## config.mk

```make
export PLATFORM = sky130hd
export DESIGN_NAME = byte_stuffing_xor_framer_unit
export DESIGN_NICKNAME = d
export VERILOG_FILES = /design/src/sv/bsxf_pkg.sv /design/src/sv/byte_stuffing_xor_framer_unit.sv /design/src/sv/bsxf_front.sv /design/src/sv/bsxf_queue.sv /design/src/sv/bsxf_back.sv
export SDC_FILE = /design/constraint.sdc
export NUM_CORES = 1
export LEC_CHECK = 0
export BUFFER_PORTS_ARGS = -buffer_cell sky130_fd_sc_hd__buf_2
export CORE_UTILIZATION = 58
export CTS_CLUSTER_SIZE = 8
export DETAILED_ROUTE_END_ITERATION = 16
export GPL_ROUTABILITY_DRIVEN = 0
export PLACE_DENSITY = 0.86
export SLEW_MARGIN = 20
export SYNTH_ARGS = -nofsm -noshare
export SYNTH_HDL_FRONTEND = slang
export SYNTH_SLANG_ARGS = --single-unit
```

## constraint.sdc

```tcl
create_clock -name clock -period 7.06 [get_ports clock]
set_input_delay 0.353 -clock clock [delete_from_list [all_inputs] [get_ports clock]]
set_output_delay 0.353 -clock clock [all_outputs]
set_load 0.01 [all_outputs]
```

## src/sv/bsxf_pkg.sv

```systemverilog
// shared types and constants for the byte stuffing xor framer
// no dependencies
`timescale 1ns / 1ps
`default_nettype none

package bsxf_pkg;

   localparam int BYTE_W = 8;

   // configuration register indexes
   localparam logic [1:0] REG_START_FLAG  = 2'd0;
   localparam logic [1:0] REG_END_FLAG    = 2'd1;
   localparam logic [1:0] REG_ESCAPE_CODE = 2'd2;

   localparam logic [BYTE_W-1:0] START_FLAG_RESET  = 8'h7E;
   localparam logic [BYTE_W-1:0] END_FLAG_RESET    = 8'hAC;
   localparam logic [BYTE_W-1:0] ESCAPE_CODE_RESET = 8'h1B;

   // output slots of one item, in emission order
   localparam int NUM_SLOTS = 5;
   localparam int SLOT_START  = 0;
   localparam int SLOT_ESCAPE = 1;
   localparam int SLOT_DATA   = 2;
   localparam int SLOT_CHECK  = 3;
   localparam int SLOT_END    = 4;

   localparam int QUEUE_DEPTH = 2;
   localparam int QUEUE_PTR_W = $clog2(QUEUE_DEPTH);
   localparam int QUEUE_CNT_W = $clog2(QUEUE_DEPTH + 1);

   typedef logic [BYTE_W-1:0] byte_type;

   // one classified item, everything the back end needs to emit it
   typedef struct packed {
      logic     has_start;
      byte_type start_byte;
      logic     escaped;
      byte_type escape_byte;
      byte_type data_byte;
      logic     has_tail;
      byte_type check_byte;
      byte_type end_byte;
   } entry_type;

   typedef struct packed {
      byte_type start_flag;
      byte_type end_flag;
      byte_type escape_code;
   } cfg_type;

endpackage

`default_nettype wire

```

## src/sv/byte_stuffing_xor_framer_unit.sv

```systemverilog
// top level of the byte stuffing framer with xor checksum
// depends on bsxf_pkg, bsxf_front, bsxf_queue, bsxf_back
// the first output byte of an item passes through a queue slot and then the output register
// throughput: one output byte per cycle from the back end serializer while rsp_stall is low;
//   an item yields one to five bytes (start flag, escape prefix, byte, checksum, end flag)
// the front end takes an item whenever the two-entry queue has room
// reset: synchronous, clears frame state, queue and output valid; codes go to 7e, ac, 1b
`timescale 1ns / 1ps
`default_nettype none

module byte_stuffing_xor_framer_unit (
   input  wire         clock,
   input  wire         reset,
   // input channel
   input  wire         req_valid,
   output logic        req_stall,
   input  wire  [7:0]  req_data_byte,
   input  wire         req_stuff_enable,
   input  wire         req_last_in_frame,
   // result channel
   output logic        rsp_valid,
   input  wire         rsp_stall,
   output logic [7:0]  rsp_out_byte,
   output logic        rsp_last_of_item,
   output logic        rsp_frame_done,
   // configuration port
   input  wire         psel,
   input  wire         penable,
   input  wire         pwrite,
   input  wire  [3:0]  paddr,
   input  wire  [31:0] pwdata,
   output logic [31:0] prdata,
   output logic        pready
);
   import bsxf_pkg::*;

   cfg_type   cfg_ff, cfg_in;
   logic      cfg_write;
   logic [1:0] reg_index;

   entry_type front_entry;
   entry_type head;
   logic      push;
   logic      pop;
   logic      queue_full;
   logic      queue_not_empty;

   // register index from the word address
   assign reg_index = paddr[3:2];
   assign pready    = 1'b1;
   // write completes on the access cycle
   assign cfg_write = psel & penable & pwrite;

   always_comb begin
      cfg_in = cfg_ff;
      if (cfg_write) begin
         case (reg_index)
            REG_START_FLAG:  cfg_in.start_flag  = pwdata[7:0];
            REG_END_FLAG:    cfg_in.end_flag    = pwdata[7:0];
            REG_ESCAPE_CODE: cfg_in.escape_code = pwdata[7:0];
            default:         cfg_in = cfg_ff;
         endcase
      end
   end

   // read back, unused index reads zero
   always_comb begin
      case (reg_index)
         REG_START_FLAG:  prdata = {24'd0, cfg_ff.start_flag};
         REG_END_FLAG:    prdata = {24'd0, cfg_ff.end_flag};
         REG_ESCAPE_CODE: prdata = {24'd0, cfg_ff.escape_code};
         default:         prdata = '0;
      endcase
   end

   always_ff @(posedge clock) begin
      if (reset) begin
         cfg_ff.start_flag  <= START_FLAG_RESET;
         cfg_ff.end_flag    <= END_FLAG_RESET;
         cfg_ff.escape_code <= ESCAPE_CODE_RESET;
      end else begin
         cfg_ff <= cfg_in;
      end
   end

   // front end classifies each transfer and tracks the open frame and checksum
   bsxf_front u_front (
      .clock             (clock),
      .reset             (reset),
      .req_valid         (req_valid),
      .req_stall         (req_stall),
      .req_data_byte     (req_data_byte),
      .req_stuff_enable  (req_stuff_enable),
      .req_last_in_frame (req_last_in_frame),
      .cfg               (cfg_ff),
      .queue_full        (queue_full),
      .push              (push),
      .entry             (front_entry)
   );

   // decouples acceptance from serialization
   bsxf_queue u_queue (
      .clock      (clock),
      .reset      (reset),
      .push       (push),
      .push_entry (front_entry),
      .pop        (pop),
      .full       (queue_full),
      .not_empty  (queue_not_empty),
      .head       (head)
   );

   // back end emits the slots of the head item through the output register
   bsxf_back u_back (
      .clock            (clock),
      .reset            (reset),
      .head_valid       (queue_not_empty),
      .head             (head),
      .pop              (pop),
      .rsp_valid        (rsp_valid),
      .rsp_stall        (rsp_stall),
      .rsp_out_byte     (rsp_out_byte),
      .rsp_last_of_item (rsp_last_of_item),
      .rsp_frame_done   (rsp_frame_done)
   );

endmodule

`default_nettype wire

```

## src/sv/bsxf_front.sv

```systemverilog
// front end: accepts input transfers, classifies bytes, keeps frame state
// depends on bsxf_pkg
`timescale 1ns / 1ps
`default_nettype none

module bsxf_front (
   input  wire                 clock,
   input  wire                 reset,
   input  wire                 req_valid,
   output logic                req_stall,
   input  wire  [7:0]          req_data_byte,
   input  wire                 req_stuff_enable,
   input  wire                 req_last_in_frame,
   input  bsxf_pkg::cfg_type   cfg,
   input  wire                 queue_full,
   output logic                push,
   output bsxf_pkg::entry_type entry
);
   import bsxf_pkg::*;

   logic     inside_frame_ff, inside_frame_in;
   byte_type running_xor_ff, running_xor_in;
   logic     special;
   byte_type masked;
   byte_type base_xor;
   byte_type new_xor;

   assign req_stall = queue_full;
   assign push      = req_valid & ~queue_full;

   always_comb begin
      special = req_stuff_enable & ((req_data_byte == cfg.start_flag) |
                                    (req_data_byte == cfg.end_flag) |
                                    (req_data_byte == cfg.escape_code));
      masked   = req_data_byte ^ cfg.escape_code;
      base_xor = inside_frame_ff ? running_xor_ff : '0;
      new_xor  = special ? (base_xor ^ cfg.escape_code ^ masked) : (base_xor ^ req_data_byte);

      entry.has_start   = ~inside_frame_ff;
      entry.start_byte  = cfg.start_flag;
      entry.escaped     = special;
      entry.escape_byte = cfg.escape_code;
      entry.data_byte   = special ? masked : req_data_byte;
      entry.has_tail    = req_last_in_frame;
      entry.check_byte  = new_xor;
      entry.end_byte    = cfg.end_flag;

      inside_frame_in = inside_frame_ff;
      running_xor_in  = running_xor_ff;
      if (push) begin
         inside_frame_in = ~req_last_in_frame;
         running_xor_in  = req_last_in_frame ? '0 : new_xor;
      end
   end

   always_ff @(posedge clock) begin
      if (reset) begin
         inside_frame_ff <= 1'b0;
         running_xor_ff  <= '0;
      end else begin
         inside_frame_ff <= inside_frame_in;
         running_xor_ff  <= running_xor_in;
      end
   end

endmodule

`default_nettype wire

```

## src/sv/bsxf_queue.sv

```systemverilog
// short queue of classified items between front and back end
// depends on bsxf_pkg
`timescale 1ns / 1ps
`default_nettype none

module bsxf_queue (
   input  wire                 clock,
   input  wire                 reset,
   input  wire                 push,
   input  bsxf_pkg::entry_type push_entry,
   input  wire                 pop,
   output logic                full,
   output logic                not_empty,
   output bsxf_pkg::entry_type head
);
   import bsxf_pkg::*;

   entry_type                slots_ff [QUEUE_DEPTH];
   logic [QUEUE_PTR_W-1:0]   wr_ptr_ff, wr_ptr_in;
   logic [QUEUE_PTR_W-1:0]   rd_ptr_ff, rd_ptr_in;
   logic [QUEUE_CNT_W-1:0]   count_ff, count_in;
   logic                     do_pop;

   assign full      = (count_ff == QUEUE_CNT_W'(QUEUE_DEPTH));
   assign not_empty = (count_ff != '0);
   assign head      = slots_ff[rd_ptr_ff];
   assign do_pop    = pop & not_empty;

   always_comb begin
      wr_ptr_in = wr_ptr_ff;
      rd_ptr_in = rd_ptr_ff;
      count_in  = count_ff;
      if (push) begin
         wr_ptr_in = (wr_ptr_ff == QUEUE_PTR_W'(QUEUE_DEPTH - 1)) ? '0 : wr_ptr_ff + 1'b1;
      end
      if (do_pop) begin
         rd_ptr_in = (rd_ptr_ff == QUEUE_PTR_W'(QUEUE_DEPTH - 1)) ? '0 : rd_ptr_ff + 1'b1;
      end
      case ({push, do_pop})
         2'b10:   count_in = count_ff + 1'b1;
         2'b01:   count_in = count_ff - 1'b1;
         default: count_in = count_ff;
      endcase
   end

   always_ff @(posedge clock) begin
      if (reset) begin
         wr_ptr_ff <= '0;
         rd_ptr_ff <= '0;
         count_ff  <= '0;
      end else begin
         wr_ptr_ff <= wr_ptr_in;
         rd_ptr_ff <= rd_ptr_in;
         count_ff  <= count_in;
      end
   end

   always_ff @(posedge clock) begin
      if (push) begin
         slots_ff[wr_ptr_ff] <= push_entry;
      end
   end

endmodule

`default_nettype wire

```

## src/sv/bsxf_back.sv

```systemverilog
// back end: walks the slots of the head item, one output byte per cycle while rsp_stall is low
// depends on bsxf_pkg
`timescale 1ns / 1ps
`default_nettype none

module bsxf_back (
   input  wire                 clock,
   input  wire                 reset,
   input  wire                 head_valid,
   input  bsxf_pkg::entry_type head,
   output logic                pop,
   output logic                rsp_valid,
   input  wire                 rsp_stall,
   output logic [7:0]          rsp_out_byte,
   output logic                rsp_last_of_item,
   output logic                rsp_frame_done
);
   import bsxf_pkg::*;

   logic [NUM_SLOTS-1:0] sent_ff, sent_in;
   logic [NUM_SLOTS-1:0] present;
   logic [NUM_SLOTS-1:0] avail;
   logic [NUM_SLOTS-1:0] sel;
   logic [NUM_SLOTS-1:0] rest;
   logic                 advance;
   logic                 emit;
   byte_type             sel_byte;

   logic     rsp_valid_ff, rsp_valid_in;
   byte_type out_byte_ff;
   logic     last_ff;
   logic     done_ff;

   always_comb begin
      present              = '0;
      present[SLOT_START]  = head.has_start;
      present[SLOT_ESCAPE] = head.escaped;
      present[SLOT_DATA]   = 1'b1;
      present[SLOT_CHECK]  = head.has_tail;
      present[SLOT_END]    = head.has_tail;
      avail = present & ~sent_ff;
      // lowest pending slot
      sel   = avail & (~avail + 1'b1);
      rest  = avail & ~sel;

      case (1'b1)
         sel[SLOT_START]:  sel_byte = head.start_byte;
         sel[SLOT_ESCAPE]: sel_byte = head.escape_byte;
         sel[SLOT_CHECK]:  sel_byte = head.check_byte;
         sel[SLOT_END]:    sel_byte = head.end_byte;
         default:          sel_byte = head.data_byte;
      endcase

      advance = ~rsp_valid_ff | ~rsp_stall;
      emit    = advance & head_valid;
      pop     = emit & (rest == '0);

      rsp_valid_in = advance ? head_valid : rsp_valid_ff;
      sent_in      = sent_ff;
      if (emit) begin
         sent_in = (rest == '0) ? '0 : (sent_ff | sel);
      end
   end

   always_ff @(posedge clock) begin
      if (reset) begin
         rsp_valid_ff <= 1'b0;
         sent_ff      <= '0;
      end else begin
         rsp_valid_ff <= rsp_valid_in;
         sent_ff      <= sent_in;
      end
   end

   always_ff @(posedge clock) begin
      if (emit) begin
         out_byte_ff <= sel_byte;
         last_ff     <= (rest == '0);
         done_ff     <= sel[SLOT_END];
      end
   end

   assign rsp_valid        = rsp_valid_ff;
   assign rsp_out_byte     = out_byte_ff;
   assign rsp_last_of_item = last_ff;
   assign rsp_frame_done   = done_ff;

endmodule

`default_nettype wire

```

### Word level (Yosys, flattened, before mapping)

Memory sizes are Yosys's and may differ from the RTL's. A register that Yosys moved wholly into a read port is not among the register bits.
Index checks and enable logic that the tools add are counted.
Widths: inputs -> output; s select.

* word-level logic and storage cells: 77
* register bits after elaboration: 53
* output and inout bits: 45
* bits in latches: 0
* RAM bits: 86
* memories: 1
* bits in read-only memories: 0

Memory list
* u_queue.slots_ff: depth 2, width 43, read ports 1, clocked after memory_dff 1, write ports 1, line bsxf_queue.sv:18 `entry_type slots_ff [QUEUE_DEPTH];`

* multiply operators: 0
* div/mod/pow operators: 0
* reduce and logical (&&, ||, !) cells: 7
* bitwise logic cells: 26
* $add $sub $neg: 5
* multiplexer cells: 17
* shifts and indexed selects: 0
* order comparisons: 0
* equal/unequal tests: 8

Operator list (count)
* $mux 8: 8
* $xor 8x8->8: 4
* $eq 8x8->1: 3
* $pmux 8 s3: 1
* $and 5x5->5: 3
* $not 5->5: 3
* $and 1x1->1: 7
* $eq 2x2->1 const B: 3
* $mux 1: 6
* $reduce_and 2->1: 3
* $add 5x1->5 const B: 1
* $logic_not 5->1: 1
* $mux 5: 1
* $not 1->1: 5
* $or 5x5->5: 1
* $eq 2x1->1 const B: 2
* $pmux 2 s2: 1
* $reduce_bool 2->1: 2
* $or 1x1->1: 3
* $add 1x1->1 const B: 2
* $add 2x1->2 const B: 1
* $logic_not 2->1: 1
* $sub 2x1->2 const B: 1

### Longest topological paths before layout

* depth after elaboration: 12
* depth in mapped cells: 10
* depth with buffers taken out: 8

### Cells and area by module

Synthesis repeated with hierarchy kept, for this count alone.

* cell total of the unflattened synthesis: 535
* area, all modules: 6640.1 µm²

By module, submodules not included
* bsxf_queue: area each 3306.9 µm², cells each 157, sequential area each 2682.6 µm², instances 1
* byte_stuffing_xor_framer_unit: area each 1373.8 µm², cells each 152, sequential area each 480.5 µm², instances 1
* bsxf_front: area each 1099.8 µm², cells each 145, sequential area each 180.2 µm², instances 1
* bsxf_back: area each 859.6 µm², cells each 81, sequential area each 420.4 µm², instances 1

### Worst setup path before layout

Ideal clock, no wire load.

* kind: reg2reg
* from: register u_queue.count_ff[0]
* to: memory u_queue.slots_ff[0][0] in the netlist's numbering, enable pin
* arrival time: 2.728 ns
* path slack: 3.889 ns
* library setup time: 0.444 ns
* data required time: 6.616 ns
* cell stages (with the launch flop): 5
* path through: dfxtp_1 > nor2b_1 > nand2b_1 > buf_1 > nor2_1

* word-level cells in the longest chain between the ends: 5

Ends and longest elaborated chain
* start, declared: line bsxf_queue.sv:21 `logic [QUEUE_CNT_W-1:0] count_ff, count_in;`
* start signal, assigned: line bsxf_queue.sv:54 `count_ff <= count_in;`
* $eq 2x2->1: line bsxf_queue.sv:24 `assign full = (count_ff == QUEUE_CNT_W'(QUEUE_DEPTH));`
* named net req_stall: line byte_stuffing_xor_framer_unit.sv:16 `output logic req_stall,`
* $not 1->1: line bsxf_front.sv:29 `assign push = req_valid & ~queue_full;`
* $and 1x1->1: line bsxf_front.sv:29
* $mux 1: line bsxf_queue.sv:59 `if (push) begin`
* $mux 1 (implied by the code): line bsxf_queue.sv:60 `slots_ff[wr_ptr_ff] <= push_entry;`
* end, declared: line bsxf_queue.sv:18

The timed path passes the listed nets, and every way through them passes these cells.

==> results by group <==
Status
  • Status: finished, final reports clean

Detailed routing
  • Via count: 4,189
  • Routed wire per std cell: 19.7 um
  • Iter 0 DRT Violations: 348
  • Post-route DRC violation count: 0
  • Vias per cell: about 6.0
  • Routed WL: 13,800 um
  • Drt first pass iters: 5
  • Post-DRT Antenna Nets: 0

STA
  • Final hold violations: 0
  • Final min period: between 3 and 4 ns
  • Max Freq: 0.287 GHz
  • Final setup TNS: 0 ns
  • Final period utilization: 0.493
  • Hold Slack: about 0.040 ns
  • Worst slew pin tran: approximately 1.0 ns
  • Final setup fails: 0
  • Unrepaired setup endpoints after global routing: no
  • Relative slew margins: 0.334
  • Clk_skew: approximately 0.011 ns
  • Final WS setup: 3.58 ns
  • Slew Viols, Final: 0

Finish
  • Final core occ: 0.685
  • Share of layout cells above drive strength 1: 0.170
  • Design area: just over 7000 um^2
  • Area growth syn-to-layout: 13.2%
  • # fillers: slightly above 700
  • Final net count: 605
  • Antenna cell count: 0

Floorplanning
  • I/O pin count: slightly below 100
  • Chip Width: 106 um
  • Die height: approximately 110 um
  • Rows: 37
  • DIE AREA: around 11,000 um^2
  • Core footprint: around 10,000 um^2
  • Initial core utilization: 0.605

Pwr
  • Reg power frac: 0.447
  • Switching share of power: 0.297
  • Logic pwr share: 0.177
  • P_int: about 1.6 mW
  • Pwr per Cell Area: ~320 nW/um^2
  • Clk network pwr share: 0.376
  • Leak: approximately 2.4 nW
  • Worst VDD drop: between 0.15 and 0.2 mV
  • Switching pwr: a little under 0.7 mW

Worst setup path
  • Family with the most delay on the worst path: simple AND/OR/NAND/NOR gates
  • Crit start category: flop
  • CP max stage delay: 0.78 ns
  • Slowest CP cell: or2_0
  • Worst Path Required: around 7.5 ns
  • Max FO, Critical Path: 43
  • Cells along the critical path: buf_4 > mux2i_1 > or2_0 > nand3_1 > o21ai_4 > ha_1 > or3_1 > a21oi_1
  • Critical Path AT: between 3 and 4 ns
  • Crit end category: flop
  • WP buf/inv: 1
  • Crit path kind: flop to flop

GRT
  • First-pass GRT wire length: approximately 21,000 um
  • Vias in the first global route: 3,903
  • Overall routing resource usage: 0.257
  • Largest net degree at the start of global routing: 45
  • Initial antenna violation count: 0
  • GRT overflow: 0

Logic synthesis
  • Ys async rst share: 0
  • Synth top area cells: edfxtp_1 46%, dfxtp_1 14%, mux2i_1 9.1%
  • Top FF cell, synth: edfxtp_1
  • Register area share after synthesis: 0.597
  • Top cell type's share of synthesized area: 0.457
  • Post-synth EDFFs: 96
  • Area leader, netlist: edfxtp_1
  • Distinct cells, synth: 42
  • Syn Area/Cell: between 10 and 15 um^2
  • Post-synthesis register bit count: 140
  • Mapped Cells: 516
  • Yosys warns: 0
  • Synthesized cell area: about 6300 um^2

CTS
  • Post_cts resized: 0
  • Num CTS Buffers: 17
  • Setup bufs post-CTS: 0
  • CTS hold repair buffers: 0
  • Clock transition at path regs: 0.07 ns
  • Later-pin clock latency in the skew report: approximately 0.53 ns
  • CTS tree: built
  • Clock root cell: clkbuf_8
  • Htree depth: 4
  • Clk buf depth: 2
  • Clock sink count: 140

Job
  • Max-Cap Viols: 0

Placed design
  • Post-DP HPWL: about 8900 um
  • Pre-CTS WS: 3.55 ns
  • Placed cell areas: ~6500 um^2
  • IO Port Bufs: 46

Hold path
  • Hold Crit Class: input pin to flop
state kept, by name (all words and copies together) (netlist names), named ones only:
signal	count
u_back.sent_ff	5
u_queue.slots_ff	86
u_back.rsp_out_byte	8
u_queue.count_ff	2
u_queue.rd_ptr_ff	1
u_queue.wr_ptr_ff	1
u_back.rsp_last_of_item	1
u_front.inside_frame_ff	1
cfg_ff	24
u_back.rsp_valid	1
u_back.rsp_frame_done	1
u_front.running_xor_ff	8
final cells by class:
| type | instances | area [um^2] | area share |
|---|---|---|---|
| sequential | 140 | 3760 | 0.528 |
| multi-input combinational | 338 | 2300 | 0.322 |
| clock inverter | 15 | 166 | 0.0233 |
| clock buffer | 17 | 414 | 0.0581 |
| timing repair buffer | 51 | 308 | 0.0432 |
| inverter | 3 | 11.3 | 0.00158 |
| tap | 136 | 170 | 0.0239 |
stage by stage:
step	power (mW)	instances
final	2.31	700
after global routing	2.39	700
after global placement	1.41	666
after CTS	2.31	700
after floorplan	1.32	539
after detailed placement	1.45	668
per-layer routing:
| metal | global-route usage | share of wire |
|---|---|---|
| met5 | 0 | 0 |
| met4 | 0.111 | 0.030 |
| met3 | 0.0595 | 0.072 |
| met2 | 0.418 | 0.50 |
| met1 | 0.329 | 0.39 |
logic make-up (layout without fill, tap and decap cells):
logic type,Yosys count,after routing,synth area share
fa+ha+maj,1,1,0.00198
other cells,2,25,0.00119
xor+xnor,43,43,0.0598
compound gates,96,96,0.101
flops,140,140,0.597
buf+inv,61,86,0.0550
mux,59,59,0.0953
simple gates,114,114,0.0882
cell usage in the layout, fill, tap and decap left out, types with 4 or more instances in the layout:
cell / instances
o21ai_1: 7
a211o_1: 10
nand3b_1: 4
nand4_1: 6
clkbuf_16: 16
nor3_1: 14
a22oi_1: 8
mux2i_1: 56
a21oi_1: 18
nor2b_1: 14
o21ai_0: 19
o311ai_1: 8
conb_1: 25
a21o_1: 9
o22ai_1: 9
edfxtp_1: 96
inv_8: 6
nand2_1: 28
nor2_1: 25
buf_2: 46
nand3_1: 10
dfxtp_1: 43
xnor2_1: 42
inv_6: 4
synth_stat cells (all sizes together), types with 10 or more instances:
cell / instances
edfxtp: 96
a21oi: 20
nor2b: 14
dfxtp: 44
nor3: 14
a211o: 10
nand2: 28
nand3: 10
mux2i: 57
buf: 41
nor2: 28
o21ai: 27
xnor2: 42
clkbuf: 17
power groups by stage:
| stage | Clock, mW | Sequential (mW) | Combinational (mW) |
|---|---|---|---|
| floorplan | 0 | 1.05 | 0.274 |
| global placement | 0 | 1.04 | 0.370 |
| detailed placement | 0 | 1.05 | 0.397 |
| CTS | 0.873 | 1.03 | 0.404 |
| global route | 0.905 | 1.04 | 0.440 |
| finish | 0.868 | 1.03 | 0.408 |
path summary, 6_finish.rpt:
path | end | from | slack [ns] | cells after the start
worst max-delay path | u_queue.count_ff[1]$_SDFFE_PP0P_ | flop | 3.58 | 8
worst min-delay path | u_queue.slots_ff[1][16]$_DFFE_PP_ | req_last_in_frame | 0.04 | 1
worst max register to register | u_queue.count_ff[1]$_SDFFE_PP0P_ | flop | 3.58 | 8
worst min register to register | u_back.rsp_valid$_SDFFE_PP0N_ | u_back.rsp_valid$_SDFFE_PP0N_ | 0.52 | 2
No activity file was read; power rests on OpenSTA's default activity.
